File: src/rtl/ieic_pkg.sv
`timescale 1ns / 1ps
// ----------------------------------------------------------------------------
// ieic_pkg: shared types and constants
// Buffer geometry, operation codes, capture phases and the result word
// format shared by the edge interval capture block.
// ----------------------------------------------------------------------------
package ieic_pkg;

  // interval buffer geometry
  localparam int BUFFER_DEPTH = 128;
  localparam int ADDR_W       = $clog2(BUFFER_DEPTH);
  localparam int CNT_W        = $clog2(BUFFER_DEPTH + 1);

  // gap limit after reset, in microseconds
  localparam logic [19:0] GAP_LIMIT_RESET = 20'd10000;

  // operation codes of an input word
  localparam logic [1:0] OP_EDGE = 2'd0;
  localparam logic [1:0] OP_POLL = 2'd1;
  localparam logic [1:0] OP_ARM  = 2'd2;
  localparam logic [1:0] OP_READ = 2'd3;

  // reported capture state codes
  localparam logic [1:0] CS_IDLE    = 2'd0;
  localparam logic [1:0] CS_RUNNING = 2'd1;
  localparam logic [1:0] CS_STOPPED = 2'd2;

  // result queue geometry
  localparam int QDEPTH = 4;
  localparam int QPTR_W = $clog2(QDEPTH);
  localparam int QCNT_W = $clog2(QDEPTH + 1);

  // capture phase, one-hot
  typedef enum logic [2:0] {
    PH_IDLE    = 3'b001,
    PH_RUNNING = 3'b010,
    PH_STOPPED = 3'b100
  } phase_t;

  // one result word
  typedef struct packed {
    logic [1:0]  capture_state;
    logic [7:0]  entry_count;
    logic        done_res;
    logic [31:0] read_value;
  } res_word_t;

  // result fields held alongside the buffer read
  typedef struct packed {
    logic [1:0] capture_state;
    logic [7:0] entry_count;
    logic       done_res;
    logic       is_read;
  } res_meta_t;

  // status of the result queue seen by the front end
  typedef struct packed {
    logic [QCNT_W-1:0] level;
    logic              empty;
  } q_status_t;

  // phase to reported code
  function automatic logic [1:0] phase_code(phase_t ph);
    logic [1:0] code;
    case (ph)
      PH_IDLE:    code = CS_IDLE;
      PH_RUNNING: code = CS_RUNNING;
      default:    code = CS_STOPPED;
    endcase
    return code;
  endfunction

endpackage

File: src/rtl/ieic_front.sv
`timescale 1ns / 1ps
// ----------------------------------------------------------------------------
// ieic_front: word intake and capture state
// Accepts input words, updates phase, timestamp and count, stores
// intervals in the buffer and reads them back, then hands one result
// word per input word to the result queue.
// ----------------------------------------------------------------------------
module ieic_front import ieic_pkg::*; (
  input  logic        clk,
  input  logic        rst_n,
  // input channel
  input  logic        in_push,
  output logic        in_full,
  input  logic [1:0]  in_operation,
  input  logic [31:0] in_time_us,
  input  logic        in_pin_level,
  input  logic [6:0]  in_read_index,
  // gap limit register
  input  logic        cfg_we,
  input  logic [19:0] cfg_gap_limit_us,
  // toward the result queue
  input  q_status_t   q_status,
  output logic        push_valid,
  output res_word_t   push_word
);

  phase_t            phase_r, phase_nxt;
  logic [31:0]       last_time_r, last_time_nxt;
  logic [CNT_W-1:0]  count_r, count_nxt;
  logic [CNT_W-1:0]  count_inc;
  logic [19:0]       gap_limit_r;
  logic [31:0]       delta;
  logic              gap_over;
  logic              accept;
  logic              do_store;
  logic              wr_en;
  logic              rd_ok;
  logic [ADDR_W-1:0] rd_addr;
  logic [QCNT_W:0]   in_flight;

  logic [31:0]       store [BUFFER_DEPTH];
  logic [31:0]       rd_data_r;
  logic              s1_valid_r;
  res_meta_t         s1_meta_r;

  // room check: queue level plus the word in the read stage
  assign in_flight = {1'b0, q_status.level} + (QCNT_W + 1)'(s1_valid_r);
  assign in_full   = in_flight >= (QCNT_W + 1)'(QDEPTH);
  assign accept    = in_push && !in_full;

  assign delta    = in_time_us - last_time_r;
  assign gap_over = delta > {12'd0, gap_limit_r};
  assign count_inc = count_r + CNT_W'(1);

  // read address and range check
  assign rd_addr = ADDR_W'(in_read_index);
  assign rd_ok   = 32'(in_read_index) < 32'(BUFFER_DEPTH);

  // capture state update
  always_comb begin
    phase_nxt     = phase_r;
    last_time_nxt = last_time_r;
    count_nxt     = count_r;
    do_store      = 1'b0;
    if (accept) begin
      case (in_operation)
        OP_EDGE: begin
          if (phase_r == PH_RUNNING) begin
            if (gap_over) begin
              phase_nxt = PH_STOPPED;
            end else begin
              do_store = 1'b1;
            end
          end else if (phase_r == PH_IDLE && !in_pin_level) begin
            phase_nxt = PH_RUNNING;
            do_store  = 1'b1;
          end
        end
        OP_POLL: begin
          if (phase_r == PH_RUNNING && gap_over) begin
            phase_nxt = PH_STOPPED;
          end
        end
        OP_ARM: begin
          phase_nxt     = PH_IDLE;
          count_nxt     = '0;
          last_time_nxt = in_time_us;
        end
        default: begin
        end
      endcase
      // store an interval and stop once the buffer is full
      if (do_store) begin
        last_time_nxt = in_time_us;
        if (32'(count_inc) >= 32'(BUFFER_DEPTH)) begin
          count_nxt = CNT_W'(BUFFER_DEPTH);
          phase_nxt = PH_STOPPED;
        end else begin
          count_nxt = count_inc;
        end
      end
    end
  end

  assign wr_en = do_store && (32'(count_r) < 32'(BUFFER_DEPTH));

  // control state
  always_ff @(posedge clk) begin
    if (!rst_n) begin
      phase_r     <= PH_STOPPED;
      last_time_r <= '0;
      count_r     <= '0;
      gap_limit_r <= GAP_LIMIT_RESET;
      s1_valid_r  <= 1'b0;
    end else begin
      phase_r     <= phase_nxt;
      last_time_r <= last_time_nxt;
      count_r     <= count_nxt;
      s1_valid_r  <= accept;
      if (cfg_we) begin
        gap_limit_r <= cfg_gap_limit_us;
      end
    end
  end

  // interval buffer
  always_ff @(posedge clk) begin
    if (wr_en) begin
      store[count_r[ADDR_W-1:0]] <= delta;
    end
    if (accept && in_operation == OP_READ) begin
      rd_data_r <= store[rd_addr];
    end
  end

  // result fields alongside the buffer read
  always_ff @(posedge clk) begin
    if (accept) begin
      s1_meta_r.capture_state <= phase_code(phase_nxt);
      s1_meta_r.entry_count   <= 8'(count_nxt);
      s1_meta_r.done_res      <= (phase_nxt == PH_STOPPED);
      s1_meta_r.is_read       <= (in_operation == OP_READ) && rd_ok;
    end
  end

  // result word to the queue
  assign push_valid              = s1_valid_r;
  assign push_word.capture_state = s1_meta_r.capture_state;
  assign push_word.entry_count   = s1_meta_r.entry_count;
  assign push_word.done_res      = s1_meta_r.done_res;
  assign push_word.read_value    = s1_meta_r.is_read ? rd_data_r : 32'd0;

endmodule

File: src/rtl/ieic_rqueue.sv
`timescale 1ns / 1ps
// ----------------------------------------------------------------------------
// ieic_rqueue: result queue
// Small first-in first-out queue of result words between the capture
// front end and the result channel.
// ----------------------------------------------------------------------------
module ieic_rqueue import ieic_pkg::*; (
  input  logic      clk,
  input  logic      rst_n,
  input  logic      push,
  input  res_word_t push_word,
  input  logic      pop,
  output res_word_t head_word,
  output q_status_t status
);

  res_word_t         slots [QDEPTH];
  logic [QPTR_W-1:0] wr_ptr_r, rd_ptr_r;
  logic [QCNT_W-1:0] cnt_r;
  logic              do_pop;

  assign do_pop = pop && (cnt_r != '0);

  // pointers and fill level
  always_ff @(posedge clk) begin
    if (!rst_n) begin
      wr_ptr_r <= '0;
      rd_ptr_r <= '0;
      cnt_r    <= '0;
    end else begin
      if (push) begin
        wr_ptr_r <= wr_ptr_r + QPTR_W'(1);
      end
      if (do_pop) begin
        rd_ptr_r <= rd_ptr_r + QPTR_W'(1);
      end
      cnt_r <= cnt_r + QCNT_W'(push) - QCNT_W'(do_pop);
    end
  end

  // word storage
  always_ff @(posedge clk) begin
    if (push) begin
      slots[wr_ptr_r] <= push_word;
    end
  end

  assign head_word    = slots[rd_ptr_r];
  assign status.level = cnt_r;
  assign status.empty = (cnt_r == '0);

endmodule

File: src/rtl/ir_edge_interval_capture.sv
`timescale 1ns / 1ps
// ----------------------------------------------------------------------------
// ir_edge_interval_capture: infrared edge interval capture
// Records microsecond intervals between receiver edges into a buffer and
// reads them back, one result word per input word.
// ----------------------------------------------------------------------------
// Usage:
//   input channel: drive in_* fields with in_push; a word is taken at a clock
//   edge with in_push high and in_full low. Operations are edge, poll, arm
//   and read of a stored interval.
//   result channel: while out_empty is low the oldest result sits on out_*;
//   out_pop high takes it.
//   cfg_we writes the gap limit; write only while no word is in flight.
//   A result word is held in the read stage registers, loaded at the edge that
//   takes its input word, then in the result queue; it shows on out_* as head.
//   Throughput: one word per cycle while in_full is low; the state update of each
//   word finishes in the cycle it is taken, so the next word follows directly.
//   A four-word result queue absorbs stalls; when the receiver stops popping,
//   in_full rises once the queue plus the word in the read stage fill it.
//   Reset: capture stops, count and timestamp clear, gap limit returns to
//   10000 us, the result queue empties. Buffer contents are not cleared.
// ----------------------------------------------------------------------------
module ir_edge_interval_capture import ieic_pkg::*; (
  input  logic        clk,
  input  logic        rst_n,
  // input channel
  input  logic        in_push,
  output logic        in_full,
  input  logic [1:0]  in_operation,
  input  logic [31:0] in_time_us,
  input  logic        in_pin_level,
  input  logic [6:0]  in_read_index,
  // result channel
  output logic        out_empty,
  input  logic        out_pop,
  output logic [1:0]  out_capture_state,
  output logic [7:0]  out_entry_count,
  output logic        out_done_res,
  output logic [31:0] out_read_value,
  // configuration
  input  logic        cfg_we,
  input  logic [19:0] cfg_gap_limit_us
);

  q_status_t q_status;
  logic      push_valid;
  res_word_t push_word;
  res_word_t head_word;

  // intake, state and buffer
  ieic_front u_front (
    .clk              (clk),
    .rst_n            (rst_n),
    .in_push          (in_push),
    .in_full          (in_full),
    .in_operation     (in_operation),
    .in_time_us       (in_time_us),
    .in_pin_level     (in_pin_level),
    .in_read_index    (in_read_index),
    .cfg_we           (cfg_we),
    .cfg_gap_limit_us (cfg_gap_limit_us),
    .q_status         (q_status),
    .push_valid       (push_valid),
    .push_word        (push_word)
  );

  // result queue
  ieic_rqueue u_rqueue (
    .clk       (clk),
    .rst_n     (rst_n),
    .push      (push_valid),
    .push_word (push_word),
    .pop       (out_pop),
    .head_word (head_word),
    .status    (q_status)
  );

  assign out_empty         = q_status.empty;
  assign out_capture_state = head_word.capture_state;
  assign out_entry_count   = head_word.entry_count;
  assign out_done_res      = head_word.done_res;
  assign out_read_value    = head_word.read_value;

endmodule

File: config.mk
export PLATFORM = sky130hd
export DESIGN_NAME = ir_edge_interval_capture
export DESIGN_NICKNAME = d
export VERILOG_FILES = /design/src/rtl/ieic_pkg.sv /design/src/rtl/ieic_front.sv /design/src/rtl/ieic_rqueue.sv /design/src/rtl/ir_edge_interval_capture.sv
export SDC_FILE = /design/constraint.sdc
export NUM_CORES = 2
export LEC_CHECK = 0
export BUFFER_PORTS_ARGS = -buffer_cell sky130_fd_sc_hd__buf_4
export CAP_MARGIN = 20
export CORE_MARGIN = 4
export CORE_UTILIZATION = 45
export DETAILED_ROUTE_END_ITERATION = 7
export GPL_TIMING_DRIVEN = 0
export PLACE_DENSITY = 0.6
export SETUP_SLACK_MARGIN = 0.2
export SYNTH_ARGS = -nofsm -noshare
export SYNTH_HDL_FRONTEND = slang
export SYNTH_MEMORY_MAX_BITS = 65536
export SYNTH_SLANG_ARGS = --single-unit
export TNS_END_PERCENT = 20
File: constraint.sdc
create_clock -name clk -period 29.4 [get_ports clk]
set_input_delay 0 -clock clk [delete_from_list [all_inputs] [get_ports clk]]
set_output_delay 0 -clock clk [all_outputs]
set_load 0.02 [all_outputs]
==> reports/results.txt <==
Status: finished clean
Hold path cells: 4
Ys flop type: edfxtp_1
Most frequent CP cell: buf_8
Vias per inst: 6.064
Global-route met1 utilization: 0.3384
Share of cells above drive strength 1: 0.3246
Post-CTS Setup Bufs: 0
CP bufs+invs: 9
Synth top area cells: edfxtp_1 (77%), mux4_2 (18%), dfxtp_1 (0.86%)
Core area: 373,300 µm²
Gpl congestion: 0.8658
Clk pin slew, worst setup/hold paths: 0.06 ns
Die height: 621.1 µm
Worst slew margin: 0.1720
Slowest stage delay, CP: 0.89 ns
Maximum vdd ir drop: 0.00005059 V
Reg2Reg Depth: 28
Global-route wire length before repair: 639,500 µm
Pre-CTS setup slack: 19.30 ns
Drt drc: 0
Die X: 621.1 µm
Met3 usage: 0.04482
FF+latch area: 130,900 µm²
Vias in the first global route: 81,970
Hold worst-path end: u_front.gap_limit_r[3]
Clock Skew: 0.06924 ns
YS warnings: 0
Largest net degree at the start of global routing: 94
Row cnt: 224
Slew Viols, Final: 0
CTS resizes: 0
Fmax achieved: 97.62 MHz
Asr flop ratio synth: 0
Starting density of the core: 0.4531
Clock Latency Late Sink: 0.99 ns
Yosys top cell area share: 0.7655
Cell count after synthesis: 6,989
Leakage: 62.05 nW
DRT iter0 DRCs: 11,050
Worst Setup Start Kind: register
CP Capture Type: register
Total GRT Usage: 0.2349
Worst r2r dst: u_front.store[125][18]
Setup TNS: 0 ns
Endpoints failing hold: 0
TritonCTS Buffers: 444
Clk buf depth: 4
Top-count cell post-synth: edfxtp_1
Max-Cap Viols: 0
CTS Sinks: 4,385
GR peak layer: met2
Syn Std Cell Area: 169,100 µm²
Total power: 0.01418 W
Flop2flop setup slack: 19.16 ns
GRT overflow: 0
Power density over the cells: 70.92 nW/µm²
Synth area leader: edfxtp_1
Initial antenna violation count: 58
Final nets: 8,165
Number of distinct library cells after synthesis: 76
Area growth syn-to-layout: 18.24%
CP arrival: 10.88 ns
Measured slew at the worst slew-check pin: 1.239 ns
EDFF count, synth: 4,312
Hold/Removal Path Class: input pin to register
Root Driver: clkbuf_16
RSZ-0062 raised after global routing: false
Antenna-violating nets left: 0
CP Class: register to register
Origin of the worst min-delay path: cfg_we
IO Count: 112
Data required, critical path: 30.04 ns
Min cycle time layout: 10.24 ns
Mapped Nets: 7,117
CTS tree: done
Yosys reg bits: 4,385
Final HPWL DP: 322,000 µm
FF-to-FF Start: u_front.last_time_r[7]
Post-Syn Area per Cell: 24.20 µm²
Port Buffers: 102
Setup violations, final: 0
WL per Instance: 34.15 µm
CP max-delay cell: or4b_1
M2 GR Usage: 0.3655
DRT Wirelength: 458,000 µm
Sequential-to-total area share from yosys stat: 0.7742
Vias: 81,340
Multi-input gate area: 37,820 µm²
Final WS setup: 19.16 ns
Commonest cells in the netlist: edfxtp_1 (4,312), mux4_2 (1,387), clkbuf_1 (262), nor2_1 (226), buf_1 (81)
# fillers: 27,890
DR pass1 iterations: 7
Cell family with most CP delay: simple AND/OR/NAND/NOR gates
Fin util: 0.5357
CP max FO: 19
Post-cts hold buffer count: 144
Fin crit share: 0.3484
H-Tree Depth: 5
Die area: 385,700 µm²
==> kinds of logic (layout without fill, tap and decap cells) <==
group	Yosys count	in the layout	share of synthesized area
buf+inv	436	1853	0.01020
fa+ha+maj	61	61	0.004601
xor+xnor	34	34	0.001761
mux	1468	1468	0.1897
simple gates	433	433	0.01232
compound gates	172	172	0.007220
other cells	0	36	0
flops	4385	4385	0.7742
==> metrics by stage <==
step                      cell area [µm²]  cells  hold slack [ns]
after floorplan                    169100   6989           0.1304
after global placement             176100  12060           0.2342
after detailed placement           184000  12400           0.2297
after CTS                          199600  13360          0.01189
after global routing               199900  13390           0.1250
final                              200000  13410           0.1140
==> routing by layer <==
metal | vias up | part of all wire | wire length (µm)
met3 | 688 | 0.092 | 41980
met5 | - | 0.000087 | 40
met1 | 44350 | 0.40 | 184100
met2 | 3904 | 0.47 | 215800
met4 | 6 | 0.035 | 16070
li1 | 32390 | - | -
==> worst min-delay path, stage by stage <==
cell,delay [ns]
clkbuf_1,0.23
mux2i_1,0.20
dlygate4sd3_1,0.56
nor2_1,0.04
==> registers in the layout, indices dropped and copies added (netlist names), named ones only <==
| register | count |
|---|---|
| u_front.count_r | 8 |
| u_front.push_valid | 1 |
| u_rqueue.slots | 172 |
| u_front.store | 4096 |
| u_front.s1_meta_r | 1 |
| u_rqueue.cnt_r | 3 |
| u_front.rd_data_r | 32 |
| u_rqueue.rd_ptr_r | 2 |
| u_front.phase_r | 3 |
| u_front.gap_limit_r | 20 |
| u_front.push_word | 11 |
| u_front.last_time_r | 32 |
| u_rqueue.wr_ptr_r | 2 |
==> area by class of cell <==
type | count | area share
antenna | 36 | 0.0004504
buffer | 368 | 0.007551
clock buffer | 547 | 0.05834
clock inverter | 268 | 0.01210
inverter | 68 | 0.001289
multi-input combinational | 2168 | 0.1891
sequential | 4385 | 0.6547
tap | 4972 | 0.03111
timing repair buffer | 602 | 0.04531
==> worst max-delay path by stage <==
stage / slack, ns / depth (start not counted) / endpoint / start
floorplan: 18.96 / 24 / u_front.store[111][0] / u_front.last_time_r[4]
global placement: 8.50 / 21 / u_front.store[45][11] / u_front.last_time_r[11]
detailed placement: 19.30 / 28 / u_front.store[125][16] / u_front.last_time_r[7]
CTS: 19.25 / 28 / u_front.store[125][18] / u_front.last_time_r[7]
global route: 18.81 / 28 / u_front.store[125][14] / u_front.last_time_r[7]
finish: 19.16 / 28 / u_front.store[125][18] / u_front.last_time_r[7]
==> cells in the final DEF (no fill, tap or decap), types with 17 or more instances in the layout <==
cell type	synthesis	layout
nand2_1	52	52
a21oi_1	51	51
clkinv_2	0	69
inv_1	67	66
nand3_1	30	30
edfxtp_1	4312	4312
bufinv_16	0	41
dlygate4sd3_1	0	144
diode_2	0	36
nand4_1	17	17
buf_6	8	38
buf_12	0	124
mux2i_1	48	48
mux4_2	1387	1387
nor2_4	0	129
clkbuf_2	0	27
buf_1	81	76
mux2_2	32	32
buf_8	0	122
clkinv_1	0	115
buf_16	0	80
clkbuf_16	0	452
ha_1	59	59
nor2_1	226	97
buf_2	14	19
buf_4	3	105
and2_1	40	36
clkbuf_1	262	330
dfxtp_1	73	73
==> power by group <==
| group | switching, W | leakage (nW) | internal, W | total (W) |
|---|---|---|---|---|
| Clock | 0.00235 | 6.85 | 0.00317 | 0.00551 |
| Sequential | 0.0000115 | 39.4 | 0.00719 | 0.00720 |
| Combinational | 0.000958 | 15.8 | 0.000508 | 0.00147 |
Power figures use the tool's default switching activity.
